--- src/rtl/gne_pkg.sv ---
// Shared types and constants for the grid node edge index block.
// Used by gne_edge_unit, grid_node_edge_index and the testbench.
package gne_pkg;

    localparam int RS_W       = 11;
    localparam int CS_W       = 11;
    localparam int DS_W       = 9;
    localparam int NB_W       = 4;
    localparam int EDGE_W     = 31;
    localparam int SLICE_W    = RS_W + CS_W;
    localparam int Z_W        = DS_W;
    localparam int Y_W        = CS_W;
    localparam int CFG_IDX_W  = 2;
    localparam int CFG_DATA_W = 11;

    typedef logic [NB_W-1:0] t_nb;

    // neighbor codes
    localparam t_nb NB_RIGHT   = 4'd1;
    localparam t_nb NB_DOWN    = 4'd2;
    localparam t_nb NB_LEFT    = 4'd3;
    localparam t_nb NB_UP      = 4'd4;
    localparam t_nb NB_PREV    = 4'd5;
    localparam t_nb NB_NEXT    = 4'd6;
    localparam t_nb NB_DIAG_DL = 4'd7;
    localparam t_nb NB_DIAG_DR = 4'd8;
    localparam t_nb NB_DIAG_UR = 4'd9;
    localparam t_nb NB_DIAG_UL = 4'd10;

    // configuration register indexes
    localparam logic [CFG_IDX_W-1:0] CFG_ROW_SIZE     = 2'd0;
    localparam logic [CFG_IDX_W-1:0] CFG_COL_SIZE     = 2'd1;
    localparam logic [CFG_IDX_W-1:0] CFG_DEPTH_SLICES = 2'd2;

    // payload carried along the in-slice divider chain
    typedef struct packed {
        t_nb                nb;
        logic [Z_W-1:0]     z;
        logic               in_range;
        logic [SLICE_W-1:0] zp;
    } t_d2_pay;

    // decomposed node handed to the edge unit
    typedef struct packed {
        t_nb                nb;
        logic [Z_W-1:0]     z;
        logic               in_range;
        logic [SLICE_W-1:0] zp;
        logic [Y_W-1:0]     y;
        logic [RS_W-1:0]    x;
    } t_item;

    // volume geometry derived from the configuration
    typedef struct packed {
        logic [RS_W-1:0]   rs;
        logic [CS_W-1:0]   cs;
        logic [DS_W-1:0]   ds;
        logic [EDGE_W-1:0] slice;
        logic [EDGE_W-1:0] v;
        logic [EDGE_W-1:0] vh;
        logic [EDGE_W-1:0] blk;
        logic [EDGE_W-1:0] diag;
    } t_geom;

    typedef struct packed {
        logic              valid_res;
        logic [EDGE_W-1:0] edge_index;
    } t_result;

endpackage

--- src/rtl/gne_edge_unit.sv ---
// Edge unit: existence test, slice products, then the edge index sum.
// Depends on gne_pkg (t_item, t_geom, t_result, neighbor codes).
module gne_edge_unit (
    input  logic             i_clk,
    input  logic             i_rst_n,
    input  logic             i_en,
    input  logic             i_valid,
    input  gne_pkg::t_item   i_item,
    input  gne_pkg::t_geom   i_geom,
    output logic             o_valid,
    output gne_pkg::t_result o_res
);
    import gne_pkg::*;

    logic [RS_W:0] x_p1;
    logic [CS_W:0] y_p1;
    logic [DS_W:0] z_p1;
    logic          x_right;
    logic          y_down;
    logic          z_next;
    logic          ok_nb;
    logic          n_ok;

    logic              r_valid;
    logic              r_ok;
    t_nb               r_nb;
    logic [EDGE_W-1:0] r_zp;
    logic [EDGE_W-1:0] r_y;
    logic [EDGE_W-1:0] r_p_blk;
    logic [EDGE_W-1:0] r_p_vh;
    logic [EDGE_W-1:0] r_p_sl;

    logic [EDGE_W-1:0] rs_e;
    logic [EDGE_W-1:0] base;
    logic [EDGE_W-1:0] nxt_t;
    logic [EDGE_W-1:0] e_val;

    // stage A: neighbor existence
    always_comb begin
        x_p1    = {1'b0, i_item.x} + {{RS_W{1'b0}}, 1'b1};
        y_p1    = {1'b0, i_item.y} + {{CS_W{1'b0}}, 1'b1};
        z_p1    = {1'b0, i_item.z} + {{DS_W{1'b0}}, 1'b1};
        x_right = (x_p1 < {1'b0, i_geom.rs});
        y_down  = (y_p1 < {1'b0, i_geom.cs});
        z_next  = (z_p1 < {1'b0, i_geom.ds});
        case (i_item.nb)
            NB_RIGHT:   ok_nb = x_right;
            NB_DOWN:    ok_nb = y_down;
            NB_LEFT:    ok_nb = (i_item.x != '0);
            NB_UP:      ok_nb = (i_item.y != '0);
            NB_PREV:    ok_nb = (i_item.z != '0);
            NB_NEXT:    ok_nb = z_next;
            NB_DIAG_DL: ok_nb = (i_item.x != '0) && (i_item.y != '0);
            NB_DIAG_DR: ok_nb = y_down && x_right;
            NB_DIAG_UR: ok_nb = (i_item.x != '0) && y_down;
            NB_DIAG_UL: ok_nb = (i_item.y != '0) && x_right;
            default:    ok_nb = 1'b0;
        endcase
        n_ok = i_item.in_range && ok_nb;
    end

    always_ff @(posedge i_clk) begin
        if (!i_rst_n) begin
            r_valid <= 1'b0;
        end else if (i_en) begin
            r_valid <= i_valid;
        end
    end

    always_ff @(posedge i_clk) begin
        if (i_en) begin
            r_ok    <= n_ok;
            r_nb    <= i_item.nb;
            r_zp    <= EDGE_W'(i_item.zp);
            r_y     <= EDGE_W'(i_item.y);
            r_p_blk <= EDGE_W'(i_item.z) * i_geom.blk;
            r_p_vh  <= EDGE_W'(i_item.z) * i_geom.vh;
            r_p_sl  <= EDGE_W'(i_item.z) * i_geom.slice;
        end
    end

    // stage B: edge index, all sums modulo 2^EDGE_W
    always_comb begin
        rs_e  = EDGE_W'(i_geom.rs);
        base  = r_zp + r_p_blk;
        nxt_t = base + i_geom.blk - r_y;
        case (r_nb)
            NB_RIGHT:   e_val = base + i_geom.v - r_y;
            NB_DOWN:    e_val = base;
            NB_LEFT:    e_val = base + i_geom.v - r_y - EDGE_W'(1);
            NB_UP:      e_val = base - rs_e;
            NB_PREV:    e_val = r_p_vh + r_zp + r_p_sl - i_geom.slice;
            NB_NEXT:    e_val = r_p_vh + i_geom.vh + r_zp + r_p_sl;
            NB_DIAG_DL: e_val = nxt_t - rs_e;
            NB_DIAG_DR: e_val = nxt_t;
            NB_DIAG_UR: e_val = nxt_t + i_geom.diag - EDGE_W'(1);
            NB_DIAG_UL: e_val = nxt_t - rs_e + i_geom.diag + EDGE_W'(1);
            default:    e_val = '0;
        endcase
    end

    assign o_valid          = r_valid;
    assign o_res.valid_res  = r_ok;
    assign o_res.edge_index = r_ok ? e_val : '0;

endmodule

--- config.mk ---
export PLATFORM = sky130hd
export DESIGN_NAME = gne_edge_unit
export DESIGN_NICKNAME = d
export VERILOG_FILES = /design/src/rtl/gne_pkg.sv /design/src/rtl/gne_edge_unit.sv
export SDC_FILE = /design/constraint.sdc
export NUM_CORES = 2
export LEC_CHECK = 0
export ABC_AREA = 1
export BUFFER_PORTS_ARGS = -buffer_cell sky130_fd_sc_hd__clkbuf_2
export CORE_MARGIN = 8
export CORE_UTILIZATION = 49
export DETAILED_ROUTE_END_ITERATION = 16
export HOLD_SLACK_MARGIN = 0.1
export PLACE_DENSITY_LB_ADDON = 0.08
export SKIP_LAST_GASP = 1
export SLEW_MARGIN = 30
export SYNTH_ARGS = -nofsm -noshare
export SYNTH_HDL_FRONTEND = slang
export SYNTH_SLANG_ARGS = --single-unit
--- constraint.sdc ---
create_clock -name i_clk -period 13.9 [get_ports i_clk]
set_input_delay 1.39 -clock i_clk [delete_from_list [all_inputs] [get_ports i_clk]]
set_output_delay 1.39 -clock i_clk [all_outputs]
set_load 0.005 [all_outputs]
==> results by group <==
Setup path
  • Max incr delay on CP: 720 ps
  • RR Startpoint: o_valid$_SDFFE_PN0P_
  • Maximum fanout along the worst path: 4
  • CP Data Arrival Time: 9050 ps
  • Worst setup path start: r_zp[4]$_DFFE_PP_
  • Most used cell, CP: a21oi_1
  • Worst endpoint required time: 12510 ps
  • Kind of critical path: flop to output port
  • Crit path max-delay cell type: xor2_1
  • Startpoint types: flop
  • Crit. End Element: output port
  • R2r setup slk: 13230 ps

STA
  • Final Hold Vio Count: 0
  • Setup TNS: 0 ps
  • Slew headroom: 27.0%
  • Final setup vio count: 0
  • Period utilisation layout: 75.1%
  • Worst Skew: 0 ps
  • Fmax achieved: 0.0958 GHz
  • Slew Limit Fails: 0
  • RSZ-0062 raised after global routing: false
  • Slew @ Worst Pin: 1080 ps
  • Crit path time final: 10440 ps

Clock network
  • Htree depth: 4
  • Hold Buf Count CTS: 0
  • Gates resized, CTS repair: 0
  • CTS max path bufs: 2
  • Clk_lat worst skew: 470 ps
  • Cts bufs inserted: 17
  • Register clock-pin slew on the reported worst setup and hold paths: 90 ps
  • Setup bufs post-CTS: 0
  • Root buffer cell: clkbuf_16
  • CTS tree: yes
  • CTS sink cnt: 132

Outcome
  • Status: complete, no violations

Global route
  • GRT Residual Overflow: 0
  • Antenna violations before repair: 9
  • First-pass GRT wire length: 291000 um
  • Vias in the first global route: 47.0k
  • Total global-route track usage: 35.6%
  • Largest net degree at the start of global routing: 69

Synthesis
  • EDFF count, synth: 131
  • Sequential share of the synthesized area: 8.13%
  • Syn Area/Cell: 6.93 um2
  • Most used DFF post-synth: edfxtp_1
  • Yosys cell types: 65
  • Ys Warns: 0
  • Netlist Area Pre-Place: 48600 um2
  • Fraction of synthesis flops using an asynchronous set or reset pin: 0%
  • Synthesized Nets: 8359
  • Cell count after synthesis: 7015
  • Post-synthesis register bit count: 132

Hold path
  • Hold Startpoint: o_valid$_SDFFE_PN0P_
  • Worst min-delay path class: flop to flop

Finish
  • Share of layout cells above drive strength 1: 7.39%
  • Syn-to-layout area delta: 6.51%
  • Nets: 8507

Floorplan
  • Core footprint: 98400 um2
  • Die Wd: 331 um
  • FP Rows: 115
  • Number of top-level pins: 281
  • Initial Util: 49.4%
  • Die area: 110000 um2
  • DIE HEIGHT: 331 um

Routing
  • Post-route DRC: 0
  • Antenna viol nets, final: 0
  • TritonRoute pass-1 iters: 6
  • WL final: 195000 um
  • Routed via count: 46.9k
  • Average vias per placed instance: 5.54
  • Initial DRC Count: 4114
  • Wire length per cell: 23.1 um

Placement
  • Port Buffer Count: 280
  • GPL Wtd Cong: 1.06
  • DP HPWL: 167000 um

Job
  • Maximum capacitance violations: 0
[per-layer routing]
layer | wire length, um | global-route usage (%) | vias to the layer above | share of wire [%]
met1 | 77900 | 44.5 | 22600 | 40
met2 | 91000 | 59.6 | 1834 | 47
met3 | 12900 | 4.24 | 432 | 6.6
li1 | - | - | 22000 | -
met4 | 13500 | 20.1 | 4 | 6.9
met5 | 31 | 0 | - | 0.016
[worst paths after layout]
check                    endpoint  cells after the start
min reg2reg  o_valid$_SDFFE_PN0P_                      2
max reg2reg  o_valid$_SDFFE_PN0P_                      2
max                     o_res[30]                     37
min          o_valid$_SDFFE_PN0P_                      2
[cell usage in the layout, fill, tap and decap left out, drive strengths merged, types with 48 or more instances in the layout]
cell type  netlist  final
nand2         1812   1812
inv           1663   1672
fa             647    647
ha             449    449
a21oi          433    433
nor2           430    430
nand3          302    302
clkbuf         152    289
o21ai          258    258
xor2           140    140
edfxtp         131    131
nand4           87     87
xnor2           82     82
nor3            79     79
or2             48     48
[cell type report]
class                           instances  area, um2
Timing Repair Buffer                  310       1660
Sequential cell                       132       3950
Clock buffer                           18        429
Fill cell                           10100      46600
Inverter                             1666       6250
Multi-Input combinational cell       5036      37700
Antenna cell                            6       15.0
Clock inverter                         14        140
Tap cell                             1287       1610
[Yosys cell counts, types with 47 or more instances]
master / instances / area [um2]
a21oi_1: 429 / 2150
clkbuf_1: 150 / 563
edfxtp_1: 131 / 3930
fa_1: 647 / 13000
ha_1: 449 / 5620
inv_1: 1648 / 6190
nand2_1: 1759 / 6600
nand3_1: 290 / 1450
nand4_1: 87 / 544
nor2_1: 395 / 1480
nor3_1: 72 / 360
o21ai_0: 233 / 1170
or2_2: 47 / 294
xnor2_1: 74 / 648
xor2_1: 134 / 1170
[critical path, delay by kind of cell, from the launching register on]
kind,cells,cell delay [ps]
flops,1,440
fa+ha+maj,5,2000
simple gates,14,1910
buf+inv,4,360
xor+xnor,3,1480
compound gates,11,2430
[metrics by stage]
step	util [%]	hold WS, ps	worst slack [ps]	area (um2)	std cells
after global placement	52.0	525	4250	51200	8431
after global routing	52.6	615	2990	51800	8465
after floorplan	-	525	6000	48600	7015
after detailed placement	52.0	533	4160	51200	8431
after CTS	52.6	556	3650	51800	8463
final	52.6	561	3460	51800	8469
[kinds of logic after synthesis]
group,Yosys count,share of synthesized area [%]
AND/OR/NAND/NOR,2808,24.6
buffers and inverters,1847,14.3
adder cells (fa/ha/maj),1096,38.2
AO/OA/AOI/OAI,910,10.5
XOR/XNOR,222,4.28
flip-flops,132,8.13
[flip-flops by register name, indices dropped and copies added, names as in the netlist]
name	flops
o_valid	1
r_p_vh	31
r_nb	4
r_y	11
r_p_sl	31
r_zp	22
r_ok	1
r_p_blk	31
Power is not shown: default switching activity piles up to over one toggle a cycle in this logic, so the estimate is an artifact.
