[config.mk]
export PLATFORM = sky130hd
export DESIGN_NAME = gne_div_cell
export DESIGN_NICKNAME = d
export VERILOG_FILES = /design/src/rtl/gne_div_cell.sv
export SDC_FILE = /design/constraint.sdc
export NUM_CORES = 1
export LEC_CHECK = 0
export ABC_AREA = 1
export BUFFER_PORTS_ARGS = -buffer_cell sky130_fd_sc_hd__buf_2
export CORE_UTILIZATION = 25
export DETAILED_ROUTE_END_ITERATION = 8
export PLACE_DENSITY = 0.48
export REMOVE_ABC_BUFFERS = 1
export SETUP_SLACK_MARGIN = 0.2
export SYNTH_ARGS = -nofsm -noshare
export SYNTH_HDL_FRONTEND = slang
export SYNTH_SLANG_ARGS = --single-unit
[constraint.sdc]
create_clock -name i_clk -period 4.45 [get_ports i_clk]
set_input_delay 0.2225 -clock i_clk [delete_from_list [all_inputs] [get_ports i_clk]]
set_output_delay 0.2225 -clock i_clk [all_outputs]
set_load 0.02 [all_outputs]
[src/rtl/gne_div_cell.sv]
// One restoring-division cell: resolves one quotient bit and registers it.
// Cells are chained to form a pipelined divider. No package dependency.
module gne_div_cell #(
    parameter int DW  = 28,
    parameter int DVW = 22,
    parameter int QW  = 9,
    parameter int SH  = 0,
    parameter int PW  = 4
) (
    input  logic           i_clk,
    input  logic           i_rst_n,
    input  logic           i_en,
    input  logic           i_valid,
    input  logic [DW-1:0]  i_rem,
    input  logic [QW-1:0]  i_quot,
    input  logic [DVW-1:0] i_divisor,
    input  logic [PW-1:0]  i_payload,
    output logic           o_valid,
    output logic [DW-1:0]  o_rem,
    output logic [QW-1:0]  o_quot,
    output logic [PW-1:0]  o_payload
);

    localparam int TW = (DW > DVW + SH) ? DW : DVW + SH;

    logic [TW-1:0] rem_ext;
    logic [TW-1:0] trial;
    logic [TW-1:0] diff;
    logic          ge;
    logic [DW-1:0] n_rem;
    logic [QW-1:0] n_quot;

    logic          r_valid;
    logic [DW-1:0] r_rem;
    logic [QW-1:0] r_quot;
    logic [PW-1:0] r_payload;

    always_comb begin
        rem_ext = TW'(i_rem);
        trial   = TW'(i_divisor) << SH;
        diff    = rem_ext - trial;
        ge      = (rem_ext >= trial);
        n_rem   = ge ? diff[DW-1:0] : i_rem;
        n_quot  = ge ? (i_quot | (QW'(1) << SH)) : i_quot;
    end

    always_ff @(posedge i_clk) begin
        if (!i_rst_n) begin
            r_valid <= 1'b0;
        end else if (i_en) begin
            r_valid <= i_valid;
        end
    end

    always_ff @(posedge i_clk) begin
        if (i_en) begin
            r_rem     <= n_rem;
            r_quot    <= n_quot;
            r_payload <= i_payload;
        end
    end

    assign o_valid   = r_valid;
    assign o_rem     = r_rem;
    assign o_quot    = r_quot;
    assign o_payload = r_payload;

endmodule

==> results of run 1 <==
## final timing paths
check                   end  slack [ps]
setup reg to reg    o_valid        3790
setup / recovery  o_rem[16]        2260
hold reg to reg     o_valid         540
hold / removal    o_quot[6]         110
## layer usage
layer	vias to the layer above	global-route usage	wire length, um
li1	1875	-	-
met1	1502	0.202	5180
met2	90	0.225	4360
met3	13	0.0195	430
met4	0	0.0579	263
met5	-	0	0
## worst register-to-register path, cell delays in order (launching register included)
cell and delay, ps:
dfxtp_1 310, o21ai_0 150, a21oi_1 60
## cell usage after synthesis, types with 4 or more instances
master    number  area share
nand3_1       33       0.045
inv_1        115        0.12
nand3b_1       4      0.0082
a21oi_1       10       0.014
a21oi_2        7       0.017
nand2_1      230        0.24
nor2_1        29       0.030
edfxtp_1      41        0.34
nand4_1        5      0.0086
nand2_2        7       0.012
xor2_1        12       0.029
o21ai_0        5      0.0069
inv_2          4      0.0041
ha_1          22       0.075
## cell type report
class / count / area, um^2 / area share
Sequential cell: 42 / 1250 / 0.276
Tap cell: 180 / 225 / 0.0496
Clock inverter: 2 / 37.5 / 0.00827
Multi-Input combinational cell: 379 / 1900 / 0.419
Clock buffer: 6 / 129 / 0.0284
Inverter: 120 / 453 / 0.0998
Timing Repair Buffer: 108 / 541 / 0.119
## through the flow
step | setup slack, ps | std cells | cell area (um^2) | total power, mW
floorplan | 2390 | 541 | 3610 | 0.801
global placement | 1980 | 829 | 4370 | 0.949
detailed placement | 1910 | 829 | 4370 | 0.951
CTS | 2220 | 837 | 4540 | 1.39
global route | 1990 | 837 | 4540 | 1.46
finish | 2260 | 837 | 4540 | 1.36
## power by group
group          switching (mW)  leakage (nW)  internal (mW)  total [mW]
sequential             0.0116         0.410          0.496       0.508
combinational           0.280          2.06          0.151       0.430
clock                   0.161        0.0771          0.265       0.427
## kinds of logic after synthesis
| logic type | Yosys count | share of synthesized area |
|---|---|---|
| compound gates | 23 | 0.0425 |
| xor+xnor | 13 | 0.0312 |
| fa+ha+maj | 23 | 0.0809 |
| buf+inv | 124 | 0.135 |
| flops | 42 | 0.343 |
| simple gates | 320 | 0.367 |
## state kept, by name (all words and copies together) (netlist names)
name	cells
o_quot	9
o_rem	28
o_valid	1
o_payload	4
==> out/qor.yml, run 1 <==
routing:
  drt_wl_total_mm: 10.2
  post-route-drc-count: 0
  dr.pass1.iters: 4
  drt.antenna.violating_nets: 0
  viasPerCell: 4.16
  num_vias: 3480
  first_iter_violations: 161
  wl_per_cell_um: 12.2
worst_setup_path:
  cp_top_family: "simple AND/OR/NAND/NOR gates"
  critPathBufInv: 4
  worst-setup-path-type: "in -> reg"
  critPathMostFrequentCell: "nand3_1"
  worstPathRequired_ps: 4490
  cp-start-kind: "primary input"
  startpoint: "i_rem[0]"
  path_cells: "buf_2 > inv_1 > ha_1 > fa_1 > inv_1 > nand3_1 > nand3_1 > nand3_1 > nand3_2 > nand2_2 > nand3_4 > inv_4 > nand2_1 > nand2_1"
  worst-path-stages: 14
  crit_slowest_cell: "fa_1"
  max_stage_delay_ps: 410
  cp_max_fo: 27
  endpoint_kind: "register"
  r2r_cells: 2
  reg2reg_from: "o_valid"
  cp.arrival_ps: 2230
power:
  p_per_area_nw_per_um2: 301
  cellLeakagePower_nw: 2.55
  ir_drop_mv: 0.126
final_layout:
  fillers: 1592
  n_antenna_cell: 0
  areaGrowthSynthToFinish_pct: 24.4
  layout_common_cells: "nand2_1, inv_1, buf_2"
  nets: 746
  drive_gt1_frac: 0.218
  final_common_cell: "nand2_1"
  finish.utilization: 0.323
die:
  start_util: 0.260
  die_h_um: 123
  ios: 109
  row_count: 43
  core_area_um2: 14000
  die_area_um2: 15100
  die_w_um: 123
min_path:
  hold_path_depth: 1
  hold_class: "in -> reg"
  hold_start: "i_quot[6]"
global_routing:
  grt_pass1_wl_mm: 16.8
  grt_usage: 0.145
  grt.overflow.total: 0
  grt_pass1_vias: 3519
  antenna_found_initial: 0
  grt_start_max_net_pins: 44
clock_tree:
  path_clk_slew_ps: 60
  htreeDepth: 2
  clockRootBuffer: "clkbuf_16"
  ctsLongestPathBuffers: 2
  clock_sinks: 42
  postCtsHoldBufs: 0
  clk_latency_ps: 290
  cts_setup_buffers: 0
  cts_made_buffers: 5
  cts_tree: "done"
  post_cts_resized: 0
sta:
  period_minus_slack_ps: 2190
  skew_ps: 0
  hold_viol: 0
  slew_violations: 0
  slew_headroom: 0.324
  fmax_mhz: 457
  hold_ws_ps: 111
  worst_slew_pin_slew_ps: 1010
  finalSetupTns_ps: 0
  final.period_utilization: 0.492
  setup_violations: 0
  rsz0062_at_grt: "false"
synthesis:
  yosysWarnings: 0
  syn-instance-count: 545
  synth_cell_types: 29
  ys.flop_type: "edfxtp_1"
  synth_area_um2: 3650
  synth-edff-count: 41
  avgSynthCellArea_um2: 6.70
  ys_seq_elements: 42
  async_flop_share: 0
  ys_seq_area_frac: 0.343
placement:
  gp_congestion: 0.874
  port_buffers: 108
  dpl.hpwl_mm: 8.44
flow_run:
  cap_violations: 0
outcome:
  status: "completed"
(Power assumes the default switching activity.)
==> run 2, diff against run 1 <==
--- a/config.mk
+++ b/config.mk
@@ -9,7 +9,7 @@
 export BUFFER_PORTS_ARGS = -buffer_cell sky130_fd_sc_hd__buf_2
 export CORE_UTILIZATION = 25
 export DETAILED_ROUTE_END_ITERATION = 8
-export PLACE_DENSITY = 0.48
+export PLACE_DENSITY = 0.49
 export REMOVE_ABC_BUFFERS = 1
 export SETUP_SLACK_MARGIN = 0.2
 export SYNTH_ARGS = -nofsm -noshare
==> constraint.sdc (replaced) <==
create_clock -name i_clk -period 2 [get_ports i_clk]
set_input_delay 0.1 -clock i_clk [delete_from_list [all_inputs] [get_ports i_clk]]
set_output_delay 0.1 -clock i_clk [all_outputs]
set_load 0.02 [all_outputs]
==> out/qor.yml, run 2 (synthesized netlist as in run 1, its figures left out) <==
worst_setup_path:
  critPathBufInv: 3  # -1
  cp_top_family: "simple AND/OR/NAND/NOR gates"
  endpoint_kind: "register"
  cp_max_fo: 5  # -81%
  max_stage_delay_ps: 340  # -70 ps
  worst-setup-path-type: "in -> reg"
  r2r_cells: 2  # unchanged
  worstPathRequired_ps: 2040  # -2450 ps
  cp-start-kind: "primary input"
  crit_slowest_cell: "ha_1"
  path_cells: "buf_2 > ha_1 > nand2_4 > inv_1 > nand2_1 > nand2_1 > o21bai_4 > nand2_2 > nand3_4 > buf_12 > or2_2"
  cp.arrival_ps: 1740  # -490 ps
  worst-path-stages: 11  # -3
  critPathMostFrequentCell: "nand2_1"
flow_run:
  cap_violations: 0  # unchanged
routing:
  num_vias: 3680  # +5.7%
  viasPerCell: 4.22  # +1.5%
  first_iter_violations: 190  # +18%
  wl_per_cell_um: 12.6  # +3.1%
  dr.pass1.iters: 4  # unchanged
  drt_wl_total_mm: 11.0  # +7.4%
  drt.antenna.violating_nets: 0  # unchanged
  post-route-drc-count: 0  # unchanged
die:
  die_w_um: 123  # unchanged
  die_h_um: 123  # unchanged
  die_area_um2: 15100  # unchanged
  ios: 109  # unchanged
  start_util: 0.260  # unchanged
  core_area_um2: 14000  # unchanged
  row_count: 43  # unchanged
final_layout:
  largest_reg_flops: 28  # unchanged
  final_common_cell: "nand2_1"
  nets: 781  # +4.7%
  areaGrowthSynthToFinish_pct: 38.0
  multi_input_area_um2: 2070  # +8.5%
  drive_gt1_frac: 0.275  # +0.0569
  layout_common_cells: "nand2_1, inv_1, buf_2"
  seqCellArea_um2: 1250  # unchanged
  layoutNonFillerInstCount: 872  # +4.2%
  fillers: 1558  # -2.1%
  n_antenna_cell: 0  # unchanged
clock_tree:
  ctsLongestPathBuffers: 2  # unchanged
  cts_made_buffers: 5  # unchanged
  htreeDepth: 2  # unchanged
  clock_sinks: 42  # unchanged
  cts_tree: "done"
  path_clk_slew_ps: 60  # about the same
  clk_latency_ps: 280  # about the same
  clockRootBuffer: "clkbuf_16"
placement:
  gp_congestion: 0.873  # -0.19%
  dp.cells: 850  # +2.5%
  port_buffers: 108  # unchanged
  dpl.hpwl_mm: 8.70  # +3.2%
power:
  p_per_area_nw_per_um2: 604  # +100%
  ir_drop_mv: 0.328  # +160%
  cellLeakagePower_nw: 2.75  # +7.8%
min_path:
  hold_path_depth: 3  # +2
  hold_class: "in -> reg"
global_routing:
  grt.overflow.total: 0  # unchanged
  grt_pass1_vias: 3559  # +1.1%
  grt_start_max_net_pins: 44  # unchanged
  grt_pass1_wl_mm: 17.0  # +1.5%
  grt_usage: 0.148  # +0.00331
  antenna_found_initial: 0  # unchanged
outcome:
  status: "completed"
sta:
  period_minus_slack_ps: 1700
  final.period_utilization: 0.851
  setup_violations: 0  # unchanged
  slew_headroom: 0.798  # +0.474
  hold_ws_ps: 40.9  # -70.4 ps
  worst_slew_pin_slew_ps: 302  # -712 ps
  fmax_mhz: 588
  slew_violations: 0  # unchanged
  rsz0062_at_grt: "false"
  hold_viol: 0  # unchanged
  finalSetupTns_ps: 0  # unchanged
  skew_ps: 0  # unchanged
-- run 2: where the power goes --
group | leakage, nW | switching, mW | internal [mW]
Clock | 0.0706 | 0.356 | 0.460
Combinational | 2.27 | 0.661 | 0.433
Sequential | 0.410 | 0.0281 | 1.10
Total | 2.75 | 1.04 | 2.00
-- run 2: per-layer routing --
metal / up-vias / global-route usage / routed length, um / share of wire
li1: 1949 / - / - / -
met1: 1622 / 0.188 / 5050 / 0.46
met4: 0 / 0.0495 / 203 / 0.018
met3: 10 / 0.0265 / 696 / 0.063
met5: - / 0 / 0 / 0
met2: 99 / 0.253 / 5040 / 0.46
-- run 2: timing repair --
item                                    in CTS  in global routing
hold buffers                                12                  0
buffers inserted                             0                  0
endpoints found under the hold margin       12                  0
endpoints found under the setup margin       0                 25
gates resized for setup                      0                 34
-- run 2: worst min-delay path, delay by kind of cell --
kind,cells,cell delay (ps)
AO/OA/AOI/OAI,1,50
buffers and inverters,2,140
-- run 2: cell type report --
cell class              instances  share of cell area
multi-input cells             379               0.410
clock inverters                 2             0.00199
flip-flops and latches         42               0.248
well taps                     180              0.0447
inverters                     120              0.0909
clock buffers                   6              0.0256
repair buffers                143               0.178
-- run 2: final timing paths --
path / endpoint / start / slack (ps)
worst min-delay path: o_valid / i_valid / 40
worst max-delay path: o_quot[0] / i_rem[18] / 300
worst max register to register: o_valid / o_valid / 1380
worst min register to register: o_valid / o_valid / 540
-- run 2: through the flow --
step	worst slack (ps)	cell area, um^2	utilization	power, mW
2_1_floorplan	62.6	3610	-	1.78
3_3_place_gp	2.26	4560	0.325	2.17
3_5_place_dp	-56.2	4560	0.325	2.17
4_1_cts	258	4820	0.343	3.03
5_1_grt	199	5040	0.359	3.25
6_report	299	5040	0.359	3.04
==> run 3, diff against run 2 <==
--- a/config.mk
+++ b/config.mk
@@ -7,6 +7,7 @@
 export LEC_CHECK = 0
 export ABC_AREA = 1
 export BUFFER_PORTS_ARGS = -buffer_cell sky130_fd_sc_hd__buf_2
+export CORE_MARGIN = 5
 export CORE_UTILIZATION = 25
 export DETAILED_ROUTE_END_ITERATION = 8
 export PLACE_DENSITY = 0.49
==> out/qor.yml, run 3 (synthesized netlist as in run 1, its figures left out) <==
clock_tree:
  ctsLongestPathBuffers: 2  # unchanged
  clk_latency_ps: 290  # about the same
  cts_tree: "done"
  cts_made_buffers: 5  # unchanged
  clockRootBuffer: "clkbuf_16"
  htreeDepth: 2  # unchanged
  clock_sinks: 42  # unchanged
  path_clk_slew_ps: 60  # about the same
sta:
  slew_headroom: 0.779  # -0.0195
  fmax_mhz: 588  # +0.12%
  slew_violations: 0  # unchanged
  worst_slew_pin_slew_ps: 328  # +26.9 ps
  setup_violations: 0  # unchanged
  rsz0062_at_grt: "false"
  skew_ps: 0  # unchanged
  period_minus_slack_ps: 1700  # -1.96 ps
  fin_ws_ps: 301  # +1.96 ps
  hold_viol: 0  # unchanged
  final.period_utilization: 0.850  # -0.000978
final_layout:
  largest_reg_flops: 28  # unchanged
  layout_common_cells: "nand2_1, inv_1, buf_2"
  areaGrowthSynthToFinish_pct: 38.1  # about the same
  n_antenna_cell: 0  # unchanged
  finish.utilization: 0.349  # -0.00923
  final_common_cell: "nand2_1"
  drive_gt1_frac: 0.272  # -0.00287
  layoutNonFillerInstCount: 887  # +1.7%
  nets: 792  # +1.4%
worst_setup_path:
  cp.arrival_ps: 1740  # about the same
  cp_max_fo: 8  # +3
  worst-setup-path-type: "in -> reg"
  worstPathRequired_ps: 2040  # about the same
  path_cells: "buf_2 > inv_2 > ha_4 > fa_2 > inv_1 > nand3_1 > nand3_2 > nand3_2 > nand3_2 > nand2_2 > nand3_4 > buf_12 > or2_2"
  critPathMostFrequentCell: "nand3_2"
  cp-start-kind: "primary input"
  endpoint_kind: "register"
  crit_slowest_cell: "or2_2"
  max_stage_delay_ps: 270  # -70 ps
  r2r_cells: 2  # unchanged
die:
  die_w_um: 131  # +6.5%
  row_count: 44  # +2.3%
  start_util: 0.253  # -0.00688
  ios: 109  # unchanged
  core_area_um2: 14400  # +2.7%
  die_h_um: 131  # +6.5%
  die_area_um2: 17100  # +13%
placement:
  preCtsSetupSlack_ps: -121  # -65.1 ps
  port_buffers: 108  # unchanged
  gp_congestion: 0.810  # -7.2%
  dp.cells: 863  # +1.5%
  dpl.hpwl_mm: 9.38  # +7.7%
power:
  ir_drop_mv: 0.334  # +2.1%
  fin_total_pwr_mw: 3.16  # +4.0%
  p_per_area_nw_per_um2: 627  # +3.9%
  cellLeakagePower_nw: 2.79  # +1.3%
routing:
  viasPerCell: 4.22  # about the same
  wl_per_cell_um: 13.1  # +3.7%
  first_iter_violations: 179  # -5.8%
  post-route-drc-count: 0  # unchanged
  drt_wl_total_mm: 11.6  # +5.4%
  num_vias: 3746  # +1.8%
  dr.pass1.iters: 4  # unchanged
  drt.antenna.violating_nets: 0  # unchanged
min_path:
  hold_class: "in -> reg"
  hold_path_depth: 3  # unchanged
global_routing:
  grt_pass1_vias: 3685  # +3.5%
  grt_start_max_net_pins: 44  # unchanged
  grt_usage: 0.135  # -0.0130
  grt_pass1_wl_mm: 17.9  # +5.2%
  grt.overflow.total: 0  # unchanged
  antenna_found_initial: 0  # unchanged
outcome:
  status: "completed"
flow_run:
  cap_violations: 0  # unchanged
run 3: changes by cell type in the layout (fill, tap and decap cells not counted), moves of 2 or more:
cell      change
nand2_1       +5
clkinv_2      -2
ha_1          +5
buf_4        +13
ha_4          -5
nand2_2       -4
run 3: layout make-up:
class	instances	area, um^2
well taps	184	230
fillers	1605	9380
inverters	120	455
repair buffers	154	958
multi-input cells	379	1980
clock inverters	2	37.5
flip-flops and latches	42	1250
clock buffers	6	129
run 3: worst paths after layout:
path / from / to / slack [ps]
setup / recovery: i_rem[0] / o_quot[0] / 300
hold / removal: i_valid / o_valid / 40
setup reg to reg: o_valid / o_valid / 1350
hold reg to reg: o_valid / o_valid / 570
run 3: worst max-delay path, delay by kind of cell:
family | cells | cell delay, ps
buf+inv | 4 | 400
simple gates | 7 | 880
fa+ha+maj | 2 | 330
run 3: metrics by stage:
stage	hold WS [ps]	instance area, um^2	TNS (ps)
finish	41.9	5040	0
global route	53.1	5040	0
global placement	276	4630	-1050
detailed placement	279	4630	-2340
CTS	36.8	4920	0
floorplan	193	3610	0
run 3: per-layer routing:
metal / routed length (um) / global-route usage / vias to the layer above
met5: 0 / 0 / -
met4: 162 / 0.0387 / 0
met3: 602 / 0.0207 / 11
met2: 5340 / 0.232 / 89
met1: 5490 / 0.177 / 1679
li1: - / - / 1967
run 3: power by group:
group          leakage, nW  internal (mW)  total [mW]  switching (mW)
registers            0.410           1.10        1.13          0.0252
clock network       0.0771          0.590       0.948           0.358
logic                 2.30          0.428        1.09           0.657
total                 2.79           2.12        3.16            1.04
run 3: repair_timing:
action	4_1_cts	5_1_grt
gates cloned	0	1
resized for setup	1	16
pin swaps	0	3
buffers inserted	0	3
setup endpoints to repair	4	25
hold endpoints to repair	12	0
hold buffers	12	0
